**src/hdl/sme_pkg.sv**
```systemverilog
`timescale 1ns / 1ps
`default_nettype none
package sme_pkg;
	localparam int STACK_DEPTH_DEF = 64;
	localparam logic [16:0] PC_MAX = 17'd65536;

	localparam logic [3:0] OP_PRINT = 4'd0;
	localparam logic [3:0] OP_PUSH  = 4'd1;
	localparam logic [3:0] OP_EXIT  = 4'd2;
	localparam logic [3:0] OP_POP   = 4'd3;
	localparam logic [3:0] OP_ADD   = 4'd4;
	localparam logic [3:0] OP_DIV   = 4'd5;
	localparam logic [3:0] OP_EQ    = 4'd6;
	localparam logic [3:0] OP_NEQ   = 4'd7;
	localparam logic [3:0] OP_DUP   = 4'd8;
	localparam logic [3:0] OP_JMP   = 4'd9;
	localparam logic [3:0] OP_JMPZ  = 4'd10;
	localparam logic [3:0] OP_WRITE = 4'd11;
	localparam logic [3:0] OP_WCHAR = 4'd12;

	localparam logic [2:0] ST_RUN   = 3'd0;
	localparam logic [2:0] ST_EXIT  = 3'd1;
	localparam logic [2:0] ST_UNDER = 3'd2;
	localparam logic [2:0] ST_DIVZ  = 3'd3;
	localparam logic [2:0] ST_ADDR  = 3'd4;
	localparam logic [2:0] ST_OPC   = 3'd5;
	localparam logic [2:0] ST_OVER  = 3'd6;

	localparam logic [1:0] EK_NONE  = 2'd0;
	localparam logic [1:0] EK_PRINT = 2'd1;
	localparam logic [1:0] EK_NUM   = 2'd2;
	localparam logic [1:0] EK_CHAR  = 2'd3;

	// controller to datapath
	typedef struct packed {
		logic load;     // capture instruction
		logic div_start;
		logic commit;   // apply result to stack and pc
	} sme_cmd_t;

	// datapath to controller
	typedef struct packed {
		logic div_done;
		logic need_div; // instruction runs the divider
	} sme_sts_t;
endpackage
`default_nettype wire

```
**src/hdl/sme_ctrl.sv**
```systemverilog
`timescale 1ns / 1ps
`default_nettype none
module sme_ctrl (
	input  wire                clk,
	input  wire                arst_n,
	input  wire                s_axis_tvalid,
	output logic               s_axis_tready,
	output logic               m_axis_tvalid,
	input  wire                m_axis_tready,
	output sme_pkg::sme_cmd_t  cmd,
	input  sme_pkg::sme_sts_t  sts
);
	import sme_pkg::*;

	localparam logic [1:0] S_IDLE = 2'd0;
	localparam logic [1:0] S_EXEC = 2'd1;
	localparam logic [1:0] S_DIV  = 2'd2;

	logic [1:0] state_q;
	logic       ovalid_q;

	// take a request when idle and the result slot is free or draining
	assign s_axis_tready = (state_q == S_IDLE) && (!ovalid_q || m_axis_tready);
	assign m_axis_tvalid = ovalid_q;

	always_comb begin
		cmd.load      = s_axis_tvalid && s_axis_tready;
		cmd.div_start = (state_q == S_EXEC) && sts.need_div;
		cmd.commit    = ((state_q == S_EXEC) && !sts.need_div) ||
			((state_q == S_DIV) && sts.div_done);
	end

	always_ff @(posedge clk or negedge arst_n) begin
		if (!arst_n) begin
			state_q  <= S_IDLE;
			ovalid_q <= 1'b0;
		end else begin
			if (m_axis_tready) ovalid_q <= 1'b0;
			if (cmd.commit) ovalid_q <= 1'b1;
			unique case (state_q)
				S_IDLE: if (cmd.load) state_q <= S_EXEC;
				S_EXEC: state_q <= sts.need_div ? S_DIV : S_IDLE;
				S_DIV:  if (sts.div_done) state_q <= S_IDLE;
				default: state_q <= S_IDLE;
			endcase
		end
	end

	a_commit_once: assert property (@(posedge clk) disable iff (!arst_n)
		cmd.commit |=> !cmd.commit) else $error("double commit");
	a_no_load_busy: assert property (@(posedge clk) disable iff (!arst_n)
		(state_q != S_IDLE) |-> !cmd.load) else $error("load while busy");
	a_load_exec: assert property (@(posedge clk) disable iff (!arst_n)
		cmd.load |=> (state_q == S_EXEC)) else $error("load lost");
endmodule
`default_nettype wire

```
**config.mk**
```make
export PLATFORM = sky130hd
export DESIGN_NAME = sme_ctrl
export DESIGN_NICKNAME = d
export VERILOG_FILES = /design/src/hdl/sme_pkg.sv /design/src/hdl/sme_ctrl.sv
export SDC_FILE = /design/constraint.sdc
export NUM_CORES = 1
export LEC_CHECK = 0
export ABC_AREA = 1
export ABC_CLOCK_PERIOD_IN_PS = 800
export BUFFER_PORTS_ARGS = -buffer_cell sky130_fd_sc_hd__buf_2
export CAP_MARGIN = 15
export CORE_AREA = 5 5 42 44
export CTS_CLUSTER_SIZE = 12
export DETAILED_ROUTE_END_ITERATION = 10
export DIE_AREA = 0 0 47 49
export GPL_TIMING_DRIVEN = 1
export SETUP_SLACK_MARGIN = 0.05
export SYNTH_ARGS = -nofsm -noshare
export SYNTH_HDL_FRONTEND = slang
export SYNTH_SLANG_ARGS = --single-unit
```
**constraint.sdc**
```tcl
create_clock -name clk -period 0.8 [get_ports clk]
set_input_delay 0.16 -clock clk [delete_from_list [all_inputs] [get_ports clk]]
set_output_delay 0.16 -clock clk [all_outputs]
set_load 0.05 [all_outputs]
```
# Word level (Yosys, flattened, before mapping)
# Index checks and enable logic that the tools add are counted.
[op_classes] reduce_logical=12 mux=6 eq_ne=4
[ops] op="$mux 2" count=3
[ops] op="$pmux 2 s3" count=1
[ops] op="$logic_and 1x1->1" count=5
[ops] op="$ne 2x2->1 const B" count=2
[ops] op="$eq 2x1->1 const B" count=1
[ops] op="$eq 2x2->1 const B" count=1
[ops] op="$logic_not 1->1" count=2
[ops] op="$logic_not 2->1" count=1
[ops] op="$logic_or 1x1->1" count=2
[ops] op="$mux 1" count=2
[ops] op="$reduce_and 2->1" count=1
[ops] op="$reduce_bool 2->1" count=1
[word_totals] elab_cells=24 out_inout_bits=5 register_bits=3 inputBits=6

# Longest topological paths before layout
# Gate-level depths: netlist of run 1.
[logic_depth] ltp_word=6 mapped_depth=4 depth_no_buf=4

# Least setup slack after synthesis of run 1
# No wires, ideal clock.
[synth_path] path_kind="reg2out" start="reg ovalid_q (netlist: m_axis_tvalid)" end="out cmd[2] (netlist name)" t_required_ns=0.640 stages_incl_launch_ff=4 t_arrival_ns=1.434 path_buffers=0 setup_slack_ns=-0.794 path_cell_list="dfrtp_1 nand2_1 nand2_1 nor2_1"
[synth_lines] element="from (decl)" line="sme_ctrl.sv:20" text="logic ovalid_q;"
[synth_lines] element="from (signal assigned)" line="sme_ctrl.sv:36" text="ovalid_q <= 1'b0;"
[synth_lines] element="from (signal assigned)" line="sme_ctrl.sv:38" text="if (m_axis_tready) ovalid_q <= 1'b0;"
[synth_lines] element="from (signal assigned)" line="sme_ctrl.sv:39" text="if (cmd.commit) ovalid_q <= 1'b1;"
[synth_lines] element="to (decl)" line="sme_ctrl.sv:10" text="output sme_pkg::sme_cmd_t cmd,"

==> impl_results.md, run 1 <==
- Area grow syn2layout: 197%
- Metal2 WL: 296 um
- Vias per cell: 3.65
- DRC: 0
- Post-synth top area cell: dfrtp_1
- Worst Hold Class: input port to flip-flop
- Initial Util: 10.9%
- Worst EP required: 640 ps
- Grt total ovfl: 0
- Post-Route WL: 555 um
- Top cells by area, synth: dfrtp_1 49%, inv_1 17%, nand3_1 13%, nand2_1 9.8%, nor2_1 7.4%
- Yosys warnings: 0
- Crit-path cells: buf_6, inv_4, nand3_4, nand2_4, buf_8
- Die boundary width: 47 um
- RSZ-0062 raised after global routing: true
- Max-Cap Viols: 0
- Core area: 0.00140 sq mm
- Clock skew: 4.65 ps
- Synth cell types: 6
- GPL Wtd Cong: 0.704
- Total GRT Usage: 5.78%
- Clk sinks: 3
- 1st-pass router iterations: 2
- Area of the die: 0.00230 sq mm
- Largest net degree at the start of global routing: 4
- CP max FO: 3
- Syn avg cell area: 6.94 sq um
- DP Area: 297 sq um
- Worst hold start: sts[1]
- Antenna violations before repair: 0
- Final setup viols: 8
- Global-route wire length before repair: 890 um
- Syn Inst Count: 22
- I/O pin count: 11
- CTS max path bufs: 2
- Met3 wire len: 48 um
- Register bit total from synthesis: 3
- Setup TNS: -2410 ps
- Slew Viols, Final: 0
- TritonCTS Buffers: 3
- Dpl hpwl: 378 um
- Top cell type's share of synthesized area: 49.2%
- Min setup slack post-route: -471 ps
- Routed length on met1: 209 um
- Highest metal used: met3
- Run status: finished, violations left
- Cell Area, Synth: 153 sq um
- Shortest period the worst path allows: 1270 ps
- Slew @ Worst Pin: 165 ps
- Overall Power: 1.48 mW
- Num rows: 14
- Final net count: 51
- Slowest CP cell: dfrtp_1
- Slowest Stage Delay on Critical Path: 390 ps
- Initial DRC Count: 4
- CTS tree: done
- Fin util: 32.3%
- Syn Nets: 28
- Root Buffer: clkbuf_4
- Routed wire per std cell: 9.25 um
- Peak Freq: 787 MHz
- IO buf count: 10
- Max_slew headroom: 89.0%
- Setup crit start: state_q[0]$_DFFE_PN0P_
- Failing checks: setup timing
- PwrDens: 3260 mW/mm^2
- Final ANT Viol Nets: 0
- Final worst path period share: 159%
- Die height: 49 um
- Critical path type: flip-flop to output pin
- Routed vias: 219
- Worst skew pair latency: 230 ps
- RR Startpoint: state_q[0]$_DFFE_PN0P_
- Layout cells sized above 1: 81.8%
- # H-tree levels: 1
- Clk slew on worst S/H paths: 30 ps
- Crit path DAT: 1110 ps
- CP startpoint kind: flip-flop
- Worst VDD drop: 0.00152 V
- Worst setup EP type: output pin
- Cell area after layout: 453 sq um
- Vias in the first global route: 242
- # diodes: 0
- Hold Vio Cnt, Final: 0
- Pleak: 0.212 nW
- Seq/Total Area, Yosys: 49.2%
## registers in the layout, summed over array words and instances, names as in the netlist
signal and flops:
m_axis_tvalid 1, state_q 2
## kinds of logic (layout without fill, tap and decap cells)
group	Yosys count	count (layout)	share of synthesized area (%)
AND/OR/NAND/NOR	11	11	30.3
AO/OA/AOI/OAI	1	1	3.28
buffers and inverters	7	29	17.2
flip-flops	3	3	49.2
## placed cells by master (no fill, tap or decap), types with 3 or more instances in the layout
master	n
buf_8	3
buf_2	5
buf_6	5
inv_1	4
clkbuf_4	3
buf_4	4
## worst paths after layout
| kind | endpoint | slack [ps] | cells after the start |
|---|---|---|---|
| worst max-delay path | cmd[0] | -470 | 5 |
| worst min-delay path | state_q[1]$_DFFE_PN0P_ | 160 | 2 |
| worst max register to register | m_axis_tvalid$_DFFE_PN0P_ | -230 | 6 |
| worst min register to register | m_axis_tvalid$_DFFE_PN0P_ | 540 | 2 |
| max in group asynchronous | m_axis_tvalid$_DFFE_PN0P_ | 430 | 2 |
| min in group asynchronous | m_axis_tvalid$_DFFE_PN0P_ | 260 | 2 |
## Yosys cell counts
| library cell | number |
|---|---|
| nor2_1 | 3 |
| nand3_1 | 4 |
| nand2_1 | 4 |
| dfrtp_1 | 3 |
| o21ai_0 | 1 |
| inv_1 | 7 |
## final cells by class
| type | count | area [sq um] |
|---|---|---|
| sequential | 3 | 76.3 |
| multi-input combinational | 12 | 128 |
| inverter | 7 | 36.3 |
| clock buffer | 4 | 26.3 |
| timing repair buffer | 18 | 166 |
| tap | 16 | 20.0 |
| fill | 159 | 948 |
## report_power, final
group / internal [mW] / total (mW) / switching [mW]
combinational: 0.413 / 0.971 / 0.558
clock: 0.187 / 0.264 / 0.0776
sequential: 0.200 / 0.240 / 0.0399
total: 0.800 / 1.48 / 0.676
## critical path, delay by kind of cell, from the launching register on
family	cells	cell delay, ps
AND/OR/NAND/NOR	2	150
buffers and inverters	3	340
flip-flops	1	390
## through the flow
| stage | std cells | hold slack [ps] | worst slack [ps] |
|---|---|---|---|
| after floorplan | 22 | -136 | -340 |
| after detailed placement | 52 | -43.6 | -379 |
| after global placement | 52 | -43.2 | -376 |
| after CTS | 60 | 166 | -467 |
| after global routing | 60 | 168 | -526 |
| final | 60 | 160 | -471 |
## timing repair
item	4_1_cts	5_1_grt
endpoints found under the setup margin	8	8
hold buffers	1	0
resized for setup	22	6
buffers inserted	3	1
pin swaps	4	0
hold endpoints to repair	3	0
## per-layer routing
layer  global-route usage, %  vias up
li1                        -      108
met1                    5.52      101
met2                    8.60       10
met3                    3.69        0
met4                    4.15        0
met5                       0        -
No activity file was read; power rests on OpenSTA's default activity.
==> run 2: changes to the inputs <==
--- a/config.mk
+++ b/config.mk
@@ -15,6 +15,7 @@
 export DIE_AREA = 0 0 47 49
 export GPL_TIMING_DRIVEN = 1
 export SETUP_SLACK_MARGIN = 0.05
+export SKIP_LAST_GASP = 1
 export SYNTH_ARGS = -nofsm -noshare
 export SYNTH_HDL_FRONTEND = slang
 export SYNTH_SLANG_ARGS = --single-unit
==> run 2 against run 1 <==
  * The run still ends with setup timing left
  * Die area is the same
  * Register-to-register slack about the same
  * Clock power hardly changed
  * Fmax rose by 0.15%
  * Largest cell class unchanged
==> impl_results.md, run 2 (synthesis gave the netlist of run 1 again) <==
- Post-Route WL: 555 um
- Die height: 49 um
- Setup TNS: -2420 ps
- Initial DRC Count: 4
- Core area: 0.00140 sq mm
- Peak Freq: 788 MHz
- Largest register FFs: 2
- Final worst path period share: 159%
- Shortest period the worst path allows: 1270 ps
- Worst setup EP type: output pin
- Setup crit start: state_q[0]$_DFFE_PN0P_
- Number of buffers and inverters on the critical path: 1
- Routed wire per std cell: 9.25 um
- Root Buffer: clkbuf_4
- I/O pin count: 11
- Final net count: 51
- Slowest Stage Delay on Critical Path: 390 ps
- Worst VDD drop: 0.00152 V
- GR Layer Usage met3: 3.69%
- Area of the die: 0.00230 sq mm
- Die boundary width: 47 um
- Slew @ Worst Pin: 165 ps
- Max_slew headroom: 89.0%
- CTS max path bufs: 2
- GR peak layer: met2
- CP max FO: 3
- Global-route wire length before repair: 890 um
- Cell area after layout: 447 sq um
- Most frequent cells in the layout: 5 x buf_2, 5 x buf_4, 4 x inv_1, 4 x buf_6
- Failing checks: setup timing
- TritonCTS Buffers: 3
- Filler Cell Count: 161
- Largest net degree at the start of global routing: 4
- Initial Util: 10.9%
- Total GRT Usage: 5.78%
- Multi-input logic area: 125 sq um
- Met2 usage: 8.60%
- Largest register by flop count: state_q
- IO buf count: 10
- GPL Wtd Cong: 0.704
- CTS tree: done
- Worst Hold Class: input port to flip-flop
- Clk sinks: 3
- Worst EP required: 640 ps
- Hold Vio Cnt, Final: 0
- Layout cells sized above 1: 79.5%
- Grt total ovfl: 0
- Final setup viols: 8
- Dpl hpwl: 378 um
- Slew Viols, Final: 0
- Worst hold start: sts[1]
- Slowest CP cell: dfrtp_1
- Vias in the first global route: 242
- Clk slew on worst S/H paths: 30 ps
- RR Startpoint: state_q[0]$_DFFE_PN0P_
- Fin util: 31.9%
- Crit path DAT: 1110 ps
- Run status: finished, violations left
- DRC: 0
- Antenna violations before repair: 0
- Num rows: 14
- Max-Cap Viols: 0
- Vias per cell: 3.65
- Final ANT Viol Nets: 0
- Critical path type: flip-flop to output pin
- Storage cell area: 76.3 sq um
- DP Area: 297 sq um
- 1st-pass router iterations: 2
- Routed vias: 219
- Worst skew pair latency: 230 ps
- # H-tree levels: 1
- Clock skew: 4.65 ps
- Crit-path cells: nor2_2, nand2_4, nor2_4, buf_6
- CP delay by family, top: flip-flops
- GR Layer Usage met1: 5.52%
- Min setup slack post-route: -469 ps
- PwrDens: 3260 mW/mm^2
- # diodes: 0
- RSZ-0062 raised after global routing: true
- Area grow syn2layout: 193%
- Pleak: 0.210 nW
- CP startpoint kind: flip-flop
run 2: cell types whose count changed in the layout (fill, tap and decap cells not counted):
| cell | delta |
|---|---|
| nand2_2 | -1 |
| nand2_1 | +1 |
| buf_6 | -1 |
| buf_4 | +1 |
run 2: where the power goes:
part,switching [mW],internal [mW]
registers,0.0399,0.200
logic,0.552,0.402
clock network,0.0776,0.187
run 2: stage by stage:
step	worst slack, ps	hold slack, ps	power [mW]	instances
2_1_floorplan	-340	-136	0.717	22
3_3_place_gp	-376	-43.2	0.877	52
3_5_place_dp	-379	-43.6	0.884	52
4_1_cts	-467	166	1.42	60
5_1_grt	-526	169	1.55	60
6_report	-469	161	1.46	60
run 2: path summary, 6_finish.rpt:
check                      cells past startpoint  slack [ps]                   endpoint
max                                            4        -470                     cmd[2]
min                                            2         160     state_q[1]$_DFFE_PN0P_
max reg2reg                                    6        -220  m_axis_tvalid$_DFFE_PN0P_
min reg2reg                                    2         540  m_axis_tvalid$_DFFE_PN0P_
max in group asynchronous                      2         430  m_axis_tvalid$_DFFE_PN0P_
min in group asynchronous                      2         260  m_axis_tvalid$_DFFE_PN0P_
run 2: cell type report:
| cell class | instances | share of cell area [%] |
|---|---|---|
| Timing Repair Buffer | 18 | 36.4 |
| Clock buffer | 4 | 5.88 |
| Inverter | 7 | 8.12 |
| Tap cell | 16 | 4.48 |
| Sequential cell | 3 | 17.1 |
| Multi-Input combinational cell | 12 | 28.0 |
run 2: metal layers:
layer	routed length (um)	part of all wire [%]	vias up
li1	-	-	108
met4	0	0	0
met1	210	38	101
met5	0	0	-
met3	48	8.6	0
met2	296	53	10
run 2: timing repair:
action / in CTS / in global routing
pin swaps: 4 / 0
hold buffers: 1 / 0
buffers inserted: 3 / 1
setup endpoints to repair: 8 / 8
endpoints found under the hold margin: 3 / 0
resized for setup: 22 / 4
==> run 3: changes to the inputs <==
--- a/config.mk
+++ b/config.mk
@@ -10,10 +10,12 @@
 export BUFFER_PORTS_ARGS = -buffer_cell sky130_fd_sc_hd__buf_2
 export CAP_MARGIN = 15
 export CORE_AREA = 5 5 42 44
+export CTS_CLUSTER_DIAMETER = 120
 export CTS_CLUSTER_SIZE = 12
 export DETAILED_ROUTE_END_ITERATION = 10
 export DIE_AREA = 0 0 47 49
 export GPL_TIMING_DRIVEN = 1
+export REMOVE_ABC_BUFFERS = 1
 export SETUP_SLACK_MARGIN = 0.05
 export SKIP_LAST_GASP = 1
 export SYNTH_ARGS = -nofsm -noshare
==> run 3 against run 2 <==
  * The run still ends with setup timing left
  * Total power down 20%
  * Clock power about the same
  * Fmax rose by 1.2%
  * Final cell count shrank 3.3%
  * Core utilization shrank 7.4 points
  * Global-route usage rose by 0.21 points
  * Register-to-register slack gained 130 ps
  * First-iteration DRC count decreased by 100%
  * Clock skew decreased by 4.4 ps
  * Die area unchanged
  * Hold slack lost 16 ps
  * Sequential share of layout area is 4.8 points higher
  * Critical path type unchanged
  * Highest routed layer is now met4
==> impl_results.md, run 3 (synthesis gave the netlist of run 1 again) <==
- Run status: finished, violations left
- Failing checks: setup timing
- R2R Path End: m_axis_tvalid$_DFFE_PN0P_
- Worst-case reg-to-reg path depth: 4
- Area of the die: 0.00230 sq mm
- Crit-path cells: nor2_1, nand2_1, nor2_2, buf_6
- Hold Slack: 144 ps
- Initial Util: 10.9%
- DRC: 0
- Peak Freq: 797 MHz
- Clock skew: 0.202 ps
- Layout cells sized above 1: 52.4%
- Largest net degree at the start of global routing: 5
- Slew @ Worst Pin: 121 ps
- Critical path type: flip-flop to output pin
- R2r setup slk: -90 ps
- Initial DRC Count: 0
- Setup slack at placement: -285 ps
- # H-tree levels: 1
- Worst Hold Path EP: state_q[1]$_DFFE_PN0P_
- Area grow syn2layout: 125%
- Root Buffer: clkbuf_4
- Clk sinks: 3
- Vias per cell: 3.59
- Final worst path period share: 157%
- Worst hold stages: 2
- CP max FO: 3
- Max-Cap Viols: 0
- Largest register FFs: 2
- Total GRT Usage: 5.99%
- Routed vias: 208
- CTS max path bufs: 2
- Placed Instances: 52
- Die boundary width: 47 um
- Num rows: 14
- Setup TNS: -1880 ps
- Overall Power: 1.17 mW
- Clk slew on worst S/H paths: 30 ps
- Crit path DAT: 1090 ps
- Finished Layout Cells: 58
- Pleak: 0.196 nW
- Core area: 0.00140 sq mm
- GPL Wtd Cong: 0.724
- Most common cell after layout, fill and taps aside: inv_1
- Most frequent cells in the layout: 7 x inv_1, 5 x buf_2, 5 x buf_6, 5 x buf_4
- Grt total ovfl: 0
- RSZ-0062 raised after global routing: true
- TritonCTS Buffers: 3
- Worst EP required: 640 ps
- Slowest CP cell: dfrtp_1
- Worst Hold Class: input port to flip-flop
- Filler Cell Count: 168
- Number of buffers and inverters on the critical path: 1
- PwrDens: 3400 mW/mm^2
- Die height: 49 um
- Largest register by flop count: state_q
- RR Startpoint: state_q[1]$_DFFE_PN0P_
- Min setup slack post-route: -455 ps
- Antenna violations before repair: 0
- CP startpoint kind: flip-flop
- # diodes: 0
- Worst hold start: sts[1]
- Dpl hpwl: 386 um
- Hold Vio Cnt, Final: 0
- Final net count: 49
- 1st-pass router iterations: 1
- I/O pin count: 11
- Max_slew headroom: 91.9%
- Post-Route WL: 474 um
- Worst setup EP type: output pin
- Vias in the first global route: 225
- CTS tree: done
- Worst skew pair latency: 230 ps
- Shortest period the worst path allows: 1250 ps
- Final setup viols: 6
- CP delay by family, top: flip-flops
- Slew Viols, Final: 0
- Global-route wire length before repair: 910 um
- Slowest Stage Delay on Critical Path: 390 ps
- IO buf count: 10
- Routed wire per std cell: 8.17 um
- Final ANT Viol Nets: 0
- Worst VDD drop: 0.00115 V
run 3: how the worst max path moves through the flow:
stage / endpoint / start / slack [ps] / cells after the start
finish: cmd[2] / state_q[1]$_DFFE_PN0P_ / -450 / 4
global route: cmd[2] / state_q[1]$_DFFE_PN0P_ / -550 / 4
CTS: cmd[2] / state_q[1]$_DFFE_PN0P_ / -500 / 4
floorplan: cmd[2] / m_axis_tvalid$_DFFE_PN0P_ / -790 / 3
detailed placement: cmd[2] / state_q[0]$_DFFE_PN0P_ / -280 / 4
global placement: cmd[2] / state_q[1]$_DFFE_PN0P_ / -300 / 4
run 3: cell type report:
type | instances | area [sq um] | area share, %
clock buffers | 4 | 26.3 | 7.66
multi-input cells | 12 | 66.3 | 19.3
repair buffers | 16 | 129 | 37.6
well taps | 16 | 20.0 | 5.84
inverters | 7 | 26.3 | 7.66
flip-flops and latches | 3 | 75.1 | 21.9
run 3: stage by stage:
step | util [%] | area, sq um
after global placement | 18.0 | 253
after global routing | 24.5 | 343
after detailed placement | 18.0 | 253
after CTS | 22.9 | 322
after floorplan | - | 153
final | 24.5 | 343
run 3: per-layer routing:
| metal | vias up | track usage (%) | part of all wire (%) |
|---|---|---|---|
| met5 | - | 0 | 0 |
| met4 | 0 | 5.53 | 4.0 |
| met3 | 2 | 4.43 | 11 |
| met2 | 11 | 8.82 | 52 |
| met1 | 91 | 4.86 | 32 |
| li1 | 104 | - | - |
run 3: repair_timing:
item                       CTS  global route
hold endpoints to repair     3             0
setup endpoints to repair    8             8
pin swaps                    0             2
hold buffers                 1             0
resized for setup           11             5
setup buffers                0             1
run 3: report_power, final:
group	total (mW)	switching (mW)	internal, mW
Sequential	0.230	0.0337	0.197
Clock	0.261	0.0740	0.187
Combinational	0.676	0.423	0.253
Total	1.17	0.531	0.636
run 3: worst reg2reg max path, stage by stage (launching register included):
cell     delay (ps)
dfrtp_1         390
buf_4           150
nand3_2          70
buf_4           100
nand3_1          70
